$ cat src/rtl/ps2m_pkg.sv
// PS/2 mouse cursor tracker: shared widths, constants and register indexes.
// No dependencies; imported by the channel interfaces and the top level.
`timescale 1ns / 1ps

package ps2m_pkg;

    localparam int POS_W  = 12;
    localparam int BYTE_W = 8;
    localparam int CFG_W  = 12;

    localparam int SYNC_BIT    = 3;
    localparam int EDGE_MARGIN = 10;

    localparam logic [POS_W-1:0] POS_X_RESET  = POS_W'(400);
    localparam logic [POS_W-1:0] POS_Y_RESET  = POS_W'(300);
    localparam logic [CFG_W-1:0] WIDTH_RESET  = CFG_W'(1024);
    localparam logic [CFG_W-1:0] HEIGHT_RESET = CFG_W'(768);

    typedef enum logic {
        CFG_SCREEN_WIDTH  = 1'b0,
        CFG_SCREEN_HEIGHT = 1'b1
    } t_cfg_idx;

endpackage

$ cat src/rtl/ps2m_byte_if.sv
// Input channel: one controller byte with its auxiliary-port flag per word.
// Depends on ps2m_pkg.
`timescale 1ns / 1ps

interface ps2m_byte_if
    import ps2m_pkg::*;
();
    logic              valid;
    logic              ready;
    logic [BYTE_W-1:0] data_byte;
    logic              from_aux;

    modport source (output valid, output data_byte, output from_aux, input ready);
    modport sink   (input valid, input data_byte, input from_aux, output ready);
endinterface

$ cat src/rtl/ps2m_cur_if.sv
// Output channel: cursor position, button levels and press edges per word.
// Depends on ps2m_pkg.
`timescale 1ns / 1ps

interface ps2m_cur_if
    import ps2m_pkg::*;
();
    logic             valid;
    logic             ready;
    logic [POS_W-1:0] ptr_col;
    logic [POS_W-1:0] ptr_row;
    logic             left_down;
    logic             right_down;
    logic             left_pressed;
    logic             right_pressed;

    modport source (
        output valid, output ptr_col, output ptr_row, output left_down,
        output right_down, output left_pressed, output right_pressed, input ready
    );
    modport sink (
        input valid, input ptr_col, input ptr_row, input left_down,
        input right_down, input left_pressed, input right_pressed, output ready
    );
endinterface

$ cat src/rtl/ps2_mouse_cursor_tracker_unit.sv
// PS/2 mouse cursor tracker top level: packet framing, cursor update, clamp.
// Depends on ps2m_pkg, ps2m_byte_if and ps2m_cur_if.
`timescale 1ns / 1ps
//
// Usage:
//   i_byte takes one controller byte per word with its auxiliary-port flag.
//   Keyboard bytes and first bytes with the sync bit clear are swallowed.
//   Every third mouse byte completes a packet and yields one word on o_cur:
//   the clamped cursor position, the button levels and the press edges.
//   Config port: i_cfg_we writes i_cfg_data to screen width (index 0) or
//   screen height (index 1); write only while the block is idle.
// Timing:
//   One byte per cycle unless o_cur stalls. A completing byte is presented
//   on o_cur the cycle after it is accepted, from a single result register;
//   the framing state, cursor and button history update at the accepting edge.
// Stall:
//   While a result waits and o_cur.ready is low, i_byte.ready is low; when
//   o_cur.ready is high a new byte is taken in the same cycle the held word
//   leaves. Keyboard and framing bytes are also held off during a stall.
// Reset:
//   Synchronous, active low. Cursor returns to 400,300, framing restarts,
//   button history clears, screen size returns to 1024 x 768.
//
module ps2_mouse_cursor_tracker_unit
    import ps2m_pkg::*;
(
    input  logic               i_clk,
    input  logic               i_rst_n,
    ps2m_byte_if.sink          i_byte,
    ps2m_cur_if.source         o_cur,
    input  logic               i_cfg_we,
    input  t_cfg_idx           i_cfg_idx,
    input  logic [CFG_W-1:0]   i_cfg_data
);

    typedef enum logic [1:0] {
        ST_BYTE0,
        ST_BYTE1,
        ST_BYTE2
    } t_state;

    t_state              r_state, n_state;
    logic [BYTE_W-1:0]   r_pkt0, n_pkt0;
    logic [BYTE_W-1:0]   r_pkt1, n_pkt1;
    logic [POS_W-1:0]    r_pos_x, n_pos_x;
    logic [POS_W-1:0]    r_pos_y, n_pos_y;
    logic                r_prev_left, n_prev_left;
    logic                r_prev_right, n_prev_right;
    logic [CFG_W-1:0]    r_width, r_height;

    logic                r_out_valid, n_out_valid;
    logic [POS_W-1:0]    r_ptr_col, n_ptr_col;
    logic [POS_W-1:0]    r_ptr_row, n_ptr_row;
    logic                r_left_down, n_left_down;
    logic                r_right_down, n_right_down;
    logic                r_left_pressed, n_left_pressed;
    logic                r_right_pressed, n_right_pressed;

    logic                accept;
    logic                left, right;
    logic signed [POS_W+1:0] sum_x, sum_y;

    function automatic logic [POS_W-1:0] clamp_pos(
        input logic signed [POS_W+1:0] p,
        input logic [CFG_W-1:0]        size
    );
        logic [POS_W-1:0] lim;
        lim = (size < CFG_W'(EDGE_MARGIN)) ? '0 : POS_W'(size - CFG_W'(EDGE_MARGIN));
        if (p < 0)
            return '0;
        else if (p > $signed({2'b00, lim}))
            return lim;
        else
            return p[POS_W-1:0];
    endfunction

    assign i_byte.ready = i_rst_n && (!r_out_valid || o_cur.ready);
    assign accept       = i_byte.valid && i_byte.ready;

    assign left  = r_pkt0[0];
    assign right = r_pkt0[1];
    assign sum_x = $signed({2'b00, r_pos_x})
                 + $signed({{(POS_W+2-BYTE_W){r_pkt1[BYTE_W-1]}}, r_pkt1});
    assign sum_y = $signed({2'b00, r_pos_y})
                 - $signed({{(POS_W+2-BYTE_W){i_byte.data_byte[BYTE_W-1]}},
                            i_byte.data_byte});

    always_comb begin
        n_state         = r_state;
        n_pkt0          = r_pkt0;
        n_pkt1          = r_pkt1;
        n_pos_x         = r_pos_x;
        n_pos_y         = r_pos_y;
        n_prev_left     = r_prev_left;
        n_prev_right    = r_prev_right;
        n_out_valid     = r_out_valid && !o_cur.ready;
        n_ptr_col       = r_ptr_col;
        n_ptr_row       = r_ptr_row;
        n_left_down     = r_left_down;
        n_right_down    = r_right_down;
        n_left_pressed  = r_left_pressed;
        n_right_pressed = r_right_pressed;
        if (accept && i_byte.from_aux) begin
            case (r_state)
                ST_BYTE0: begin
                    if (i_byte.data_byte[SYNC_BIT]) begin
                        n_pkt0  = i_byte.data_byte;
                        n_state = ST_BYTE1;
                    end
                end
                ST_BYTE1: begin
                    n_pkt1  = i_byte.data_byte;
                    n_state = ST_BYTE2;
                end
                default: begin
                    n_state         = ST_BYTE0;
                    n_pos_x         = clamp_pos(sum_x, r_width);
                    n_pos_y         = clamp_pos(sum_y, r_height);
                    n_prev_left     = left;
                    n_prev_right    = right;
                    n_out_valid     = 1'b1;
                    n_ptr_col       = n_pos_x;
                    n_ptr_row       = n_pos_y;
                    n_left_down     = left;
                    n_right_down    = right;
                    n_left_pressed  = left && !r_prev_left;
                    n_right_pressed = right && !r_prev_right;
                end
            endcase
        end
    end

    always_ff @(posedge i_clk) begin
        if (!i_rst_n) begin
            r_state      <= ST_BYTE0;
            r_pos_x      <= POS_X_RESET;
            r_pos_y      <= POS_Y_RESET;
            r_prev_left  <= 1'b0;
            r_prev_right <= 1'b0;
            r_out_valid  <= 1'b0;
            r_width      <= WIDTH_RESET;
            r_height     <= HEIGHT_RESET;
        end else begin
            r_state      <= n_state;
            r_pos_x      <= n_pos_x;
            r_pos_y      <= n_pos_y;
            r_prev_left  <= n_prev_left;
            r_prev_right <= n_prev_right;
            r_out_valid  <= n_out_valid;
            if (i_cfg_we) begin
                case (i_cfg_idx)
                    CFG_SCREEN_WIDTH:  r_width  <= i_cfg_data;
                    CFG_SCREEN_HEIGHT: r_height <= i_cfg_data;
                    default: ;
                endcase
            end
        end
        r_pkt0          <= n_pkt0;
        r_pkt1          <= n_pkt1;
        r_ptr_col       <= n_ptr_col;
        r_ptr_row       <= n_ptr_row;
        r_left_down     <= n_left_down;
        r_right_down    <= n_right_down;
        r_left_pressed  <= n_left_pressed;
        r_right_pressed <= n_right_pressed;
    end

    assign o_cur.valid         = r_out_valid;
    assign o_cur.ptr_col       = r_ptr_col;
    assign o_cur.ptr_row       = r_ptr_row;
    assign o_cur.left_down     = r_left_down;
    assign o_cur.right_down    = r_right_down;
    assign o_cur.left_pressed  = r_left_pressed;
    assign o_cur.right_pressed = r_right_pressed;

    // third mouse byte always leaves a word behind
    a_pkt_done: assert property (@(posedge i_clk) disable iff (!i_rst_n)
        (accept && i_byte.from_aux && r_state == ST_BYTE2) |=> r_out_valid)
        else $error("completed packet produced no word");

    // keyboard bytes leave framing and cursor untouched
    a_kbd_ignored: assert property (@(posedge i_clk) disable iff (!i_rst_n)
        (accept && !i_byte.from_aux) |=>
            ($stable(r_state) && $stable(r_pos_x) && $stable(r_pos_y)))
        else $error("keyboard byte altered mouse state");

    // a press edge implies the button is down
    a_press_level: assert property (@(posedge i_clk) disable iff (!i_rst_n)
        r_out_valid |-> ((!r_left_pressed || r_left_down)
                      && (!r_right_pressed || r_right_down)))
        else $error("press edge without button level");

endmodule
$ cat src/flat_wrapper.sv
// flat-port wrapper written by rule: the top's interface ports become plain ports
module ps2_mouse_cursor_tracker_unit_flat import ps2m_pkg::*;
  (i_clk, i_rst_n, i_cfg_we, i_cfg_idx, i_cfg_data, i_byte_valid, i_byte_data_byte, i_byte_from_aux, i_byte_ready, o_cur_valid, o_cur_ptr_col, o_cur_ptr_row, o_cur_left_down, o_cur_right_down, o_cur_left_pressed, o_cur_right_pressed, o_cur_ready);
  ps2m_byte_if i_byte_i ();
  ps2m_cur_if o_cur_i ();
  input  logic i_clk;
  input  logic i_rst_n;
  input  logic i_cfg_we;
  input  t_cfg_idx i_cfg_idx;
  input  logic [CFG_W-1:0] i_cfg_data;
  input wire logic [$bits(i_byte_i.valid)-1:0] i_byte_valid;
  input wire logic [$bits(i_byte_i.data_byte)-1:0] i_byte_data_byte;
  input wire logic [$bits(i_byte_i.from_aux)-1:0] i_byte_from_aux;
  output wire logic [$bits(i_byte_i.ready)-1:0] i_byte_ready;
  output wire logic [$bits(o_cur_i.valid)-1:0] o_cur_valid;
  output wire logic [$bits(o_cur_i.ptr_col)-1:0] o_cur_ptr_col;
  output wire logic [$bits(o_cur_i.ptr_row)-1:0] o_cur_ptr_row;
  output wire logic [$bits(o_cur_i.left_down)-1:0] o_cur_left_down;
  output wire logic [$bits(o_cur_i.right_down)-1:0] o_cur_right_down;
  output wire logic [$bits(o_cur_i.left_pressed)-1:0] o_cur_left_pressed;
  output wire logic [$bits(o_cur_i.right_pressed)-1:0] o_cur_right_pressed;
  input wire logic [$bits(o_cur_i.ready)-1:0] o_cur_ready;
  assign i_byte_i.valid = i_byte_valid;
  assign i_byte_i.data_byte = i_byte_data_byte;
  assign i_byte_i.from_aux = i_byte_from_aux;
  assign i_byte_ready = i_byte_i.ready;
  assign o_cur_valid = o_cur_i.valid;
  assign o_cur_ptr_col = o_cur_i.ptr_col;
  assign o_cur_ptr_row = o_cur_i.ptr_row;
  assign o_cur_left_down = o_cur_i.left_down;
  assign o_cur_right_down = o_cur_i.right_down;
  assign o_cur_left_pressed = o_cur_i.left_pressed;
  assign o_cur_right_pressed = o_cur_i.right_pressed;
  assign o_cur_i.ready = o_cur_ready;
  ps2_mouse_cursor_tracker_unit u_core (.i_clk(i_clk), .i_rst_n(i_rst_n), .i_byte(i_byte_i), .o_cur(o_cur_i), .i_cfg_we(i_cfg_we), .i_cfg_idx(i_cfg_idx), .i_cfg_data(i_cfg_data));
endmodule
$ cat config.mk
export PLATFORM = sky130hd
export DESIGN_NAME = ps2_mouse_cursor_tracker_unit_flat
export DESIGN_NICKNAME = d
export VERILOG_FILES = /design/src/rtl/ps2m_pkg.sv /design/src/rtl/ps2m_byte_if.sv /design/src/rtl/ps2m_cur_if.sv /design/src/rtl/ps2_mouse_cursor_tracker_unit.sv /design/src/flat_wrapper.sv
export SDC_FILE = /design/constraint.sdc
export NUM_CORES = 1
export LEC_CHECK = 0
export BUFFER_PORTS_ARGS = -buffer_cell sky130_fd_sc_hd__buf_4
export CAP_MARGIN = 20
export CORE_UTILIZATION = 64
export CTS_CLUSTER_DIAMETER = 60
export DETAILED_ROUTE_END_ITERATION = 12
export PLACE_DENSITY = 0.86
export RECOVER_POWER = 25
export SLEW_MARGIN = 20
export SYNTH_ARGS = -nofsm -noshare
export SYNTH_HDL_FRONTEND = slang
export SYNTH_SLANG_ARGS = --single-unit
$ cat constraint.sdc
create_clock -name i_clk -period 5.7 [get_ports i_clk]
set_input_delay 0.285 -clock i_clk [delete_from_list [all_inputs] [get_ports i_clk]]
set_output_delay 0.285 -clock i_clk [all_outputs]
set_load 0.02 [all_outputs]
==> results.json <==
{
  "outcome": "finished, final reports clean",
  "layout_setup_ws_ns": 0.739,
  "drc_errors": 0,
  "fin_crit_sh_pct": 87.0,
  "synth_area_um2": 5660,
  "hold_viol_final": 0,
  "vias": 4848,
  "synth_area_leader_cell": "edfxtp_1",
  "synthTopCellsByArea": "edfxtp_1 (20%), dfxtp_1 (19%), ha_1 (12%)",
  "fmaxAchievable_mhz": 202,
  "avgViaCountPerCell": 6.00,
  "diodes": 0,
  "synth_most_common_cell": "nand2_1",
  "wl_um": 13300,
  "finalMaxSlewViolations": 0,
  "fin_skew_ns": 0.0107,
  "area_growth_syn_to_layout_pct": 10.9,
  "post_cts_buffers": 0,
  "ir_worst_vdd_mv": 0.153,
  "rr_worst_depth": 15,
  "grt_max_degree": 24,
  "cts.sinks": 91,
  "grt_antenna_before_repair": 0,
  "chipWidth_um": 96.0,
  "rows": 33,
  "criticalPathCategory": "reg -> reg",
  "synth_top_area_share_pct": 20.2,
  "min_path_cells": 3,
  "ys_warn_count": 0,
  "cts-root-buf": "clkbuf_8",
  "syn_area_per_cell_um2": 8.80,
  "cts_tree": "yes",
  "grt_setup_unrepaired": "no",
  "period_minus_slack_ns": 4.96,
  "synthesis.nets": 724,
  "yosysSeqAreaShare_pct": 38.9,
  "worstPathRequired_ns": 5.80,
  "drtIter0Drc": 321,
  "yosys_register_bits": 91,
  "hp-class": "in -> reg",
  "powerDensity_nw_per_um2": 220,
  "final_core_util_pct": 74.8,
  "maxCapViolCount": 0,
  "setup_viol": 0,
  "worst_slew_pin_slew_ns": 1.02,
  "final_nets": 779,
  "pre_cts_ws_ns": 0.841,
  "pin_count": 57,
  "cts-buffers-inserted": 9,
  "coreArea_um2": 8380,
  "cts_resized": 0,
  "synth_cell_types": 60,
  "grtUsageTotal_pct": 30.8,
  "arrival_ns": 5.06,
  "maxSlewHeadroom_pct": 31.9,
  "port_buffers": 56,
  "startpoint_type": "register",
  "p_leak_nw": 2.66,
  "cts.clk_slew.worst_paths_ns": 0.10,
  "synth_edf_count": 38,
  "initial_core_util_pct": 67.5,
  "postRouteAntennaNets": 0,
  "fin_tns_setup_ns": 0,
  "die_h_um": 96.0,
  "die_area_um2": 9220,
  "holdBufCountCts": 0,
  "synth-main-ff-cell": "dfxtp_1",
  "nFillCells": 644,
  "async_flop_share_pct": 0,
  "grt_overflow": 0,
  "grt_first_pass_wirelength_um": 21200,
  "cts_max_level": 3,
  "hpwl_um": 10600,
  "clockBufferDepth": 2,
  "synth_top_cells_by_count": "nand2_1 (94), nor2_1 (64), dfxtp_1 (53)",
  "gp_congestion": 0.921,
  "routedWlPerCell_um": 16.5,
  "crit_fanout": 12,
  "grt_pass1_vias": 4468,
  "drive_gt1_share_pct": 11.9,
  "syn_inst": 643,
  "drt_first_pass_iters": 7,
  "end_kind": "register",
  "clk_latency_ns": 0.37
}
## final timing paths
path,slack [ns],end,from
worst max-delay path,0.74,u_core.o_cur.ptr_col[3],u_core.r_pkt1[7]
worst min-delay path,0.15,u_core.r_width[10],i_cfg_data[10]
worst max register to register,0.74,u_core.o_cur.ptr_col[3],u_core.r_pkt1[7]
worst min register to register,0.46,u_core.o_cur.right_down,u_core.r_pkt0[1]
## final cells by class
cell class              count  area [um^2]  area share (%)
clock buffers               9          124            1.97
clock inverters             7         60.1           0.957
inverters                  48          180            2.87
multi-input cells         489         3170            50.6
flip-flops and latches     91         2200            35.1
well taps                 105          131            2.09
repair buffers             59          402            6.40
## worst max-delay path, stage by stage, from the launching register on
cell	delay [ns]
edfxtp_1	0.60
ha_1	0.43
a21o_1	0.21
a21oi_1	0.30
o31ai_1	0.14
a21oi_1	0.19
xnor2_1	0.16
inv_1	0.07
ha_1	0.30
a21oi_1	0.23
o211ai_1	0.13
o21ai_0	0.49
nand2_1	0.13
a31oi_2	0.86
mux2i_1	0.37
nor2_1	0.07
## cell usage in the layout (no fill, tap or decap), types with 12 or more instances in the layout
cell type,netlist,final
nand2_1,94,94
o21a_1,12,12
buf_4,0,48
o21ai_1,20,20
ha_1,52,52
dfxtp_1,53,53
nand3_1,14,14
o21ai_0,23,23
nor3_1,16,16
nor2_1,64,64
inv_1,47,47
mux2i_1,19,19
edfxtp_1,38,38
nor2b_1,13,13
xnor2_1,19,19
a21oi_1,41,41
## layer usage
| metal | routed length [um] | GRT usage [%] | up-vias |
|---|---|---|---|
| met5 | 0 | 0 | - |
| li1 | - | - | 2365 |
| met4 | 225 | 9.70 | 0 |
| met2 | 6120 | 50.4 | 195 |
| met3 | 1110 | 5.06 | 19 |
| met1 | 5870 | 41.7 | 2269 |
## kinds of logic (layout without fill, tap and decap cells)
| kind of cell | after synthesis | after routing | synth area share [%] |
|---|---|---|---|
| compound gates | 137 | 137 | 15.1 |
| mux | 23 | 23 | 4.16 |
| buf+inv | 63 | 123 | 4.93 |
| flops | 91 | 91 | 38.9 |
| simple gates | 245 | 245 | 20.0 |
| fa+ha+maj | 54 | 54 | 12.2 |
| xor+xnor | 30 | 30 | 4.65 |
## sequential cells by signal, indices dropped and copies added, names as in the netlist
name                        count
u_core.o_cur.valid              1
u_core.o_cur.left_down          1
u_core.o_cur.ptr_row           12
u_core.r_pkt1                   8
u_core.r_state                  2
u_core.r_width                 12
u_core.r_pos_y                 12
u_core.r_pos_x                 12
u_core.r_pkt0                   2
u_core.o_cur.left_pressed       1
u_core.o_cur.ptr_col           12
u_core.o_cur.right_pressed      1
u_core.r_prev_right             1
u_core.r_prev_left              1
u_core.o_cur.right_down         1
u_core.r_height                12
## power by group
group / internal (mW) / switching, mW / leakage (nW)
clock network: 0.166 / 0.248 / 0.0897
registers: 0.689 / 0.00993 / 0.775
logic: 0.105 / 0.163 / 1.79
## metrics by stage
step | total power [mW] | area, um^2 | hold slack (ns) | instances
floorplan | 0.912 | 5660 | 0.357 | 643
global placement | 0.968 | 6130 | 0.432 | 792
detailed placement | 0.979 | 6130 | 0.437 | 792
CTS | 1.38 | 6310 | 0.113 | 808
global route | 1.44 | 6270 | 0.159 | 808
finish | 1.38 | 6270 | 0.152 | 808
No activity file was read; power rests on OpenSTA's default activity.
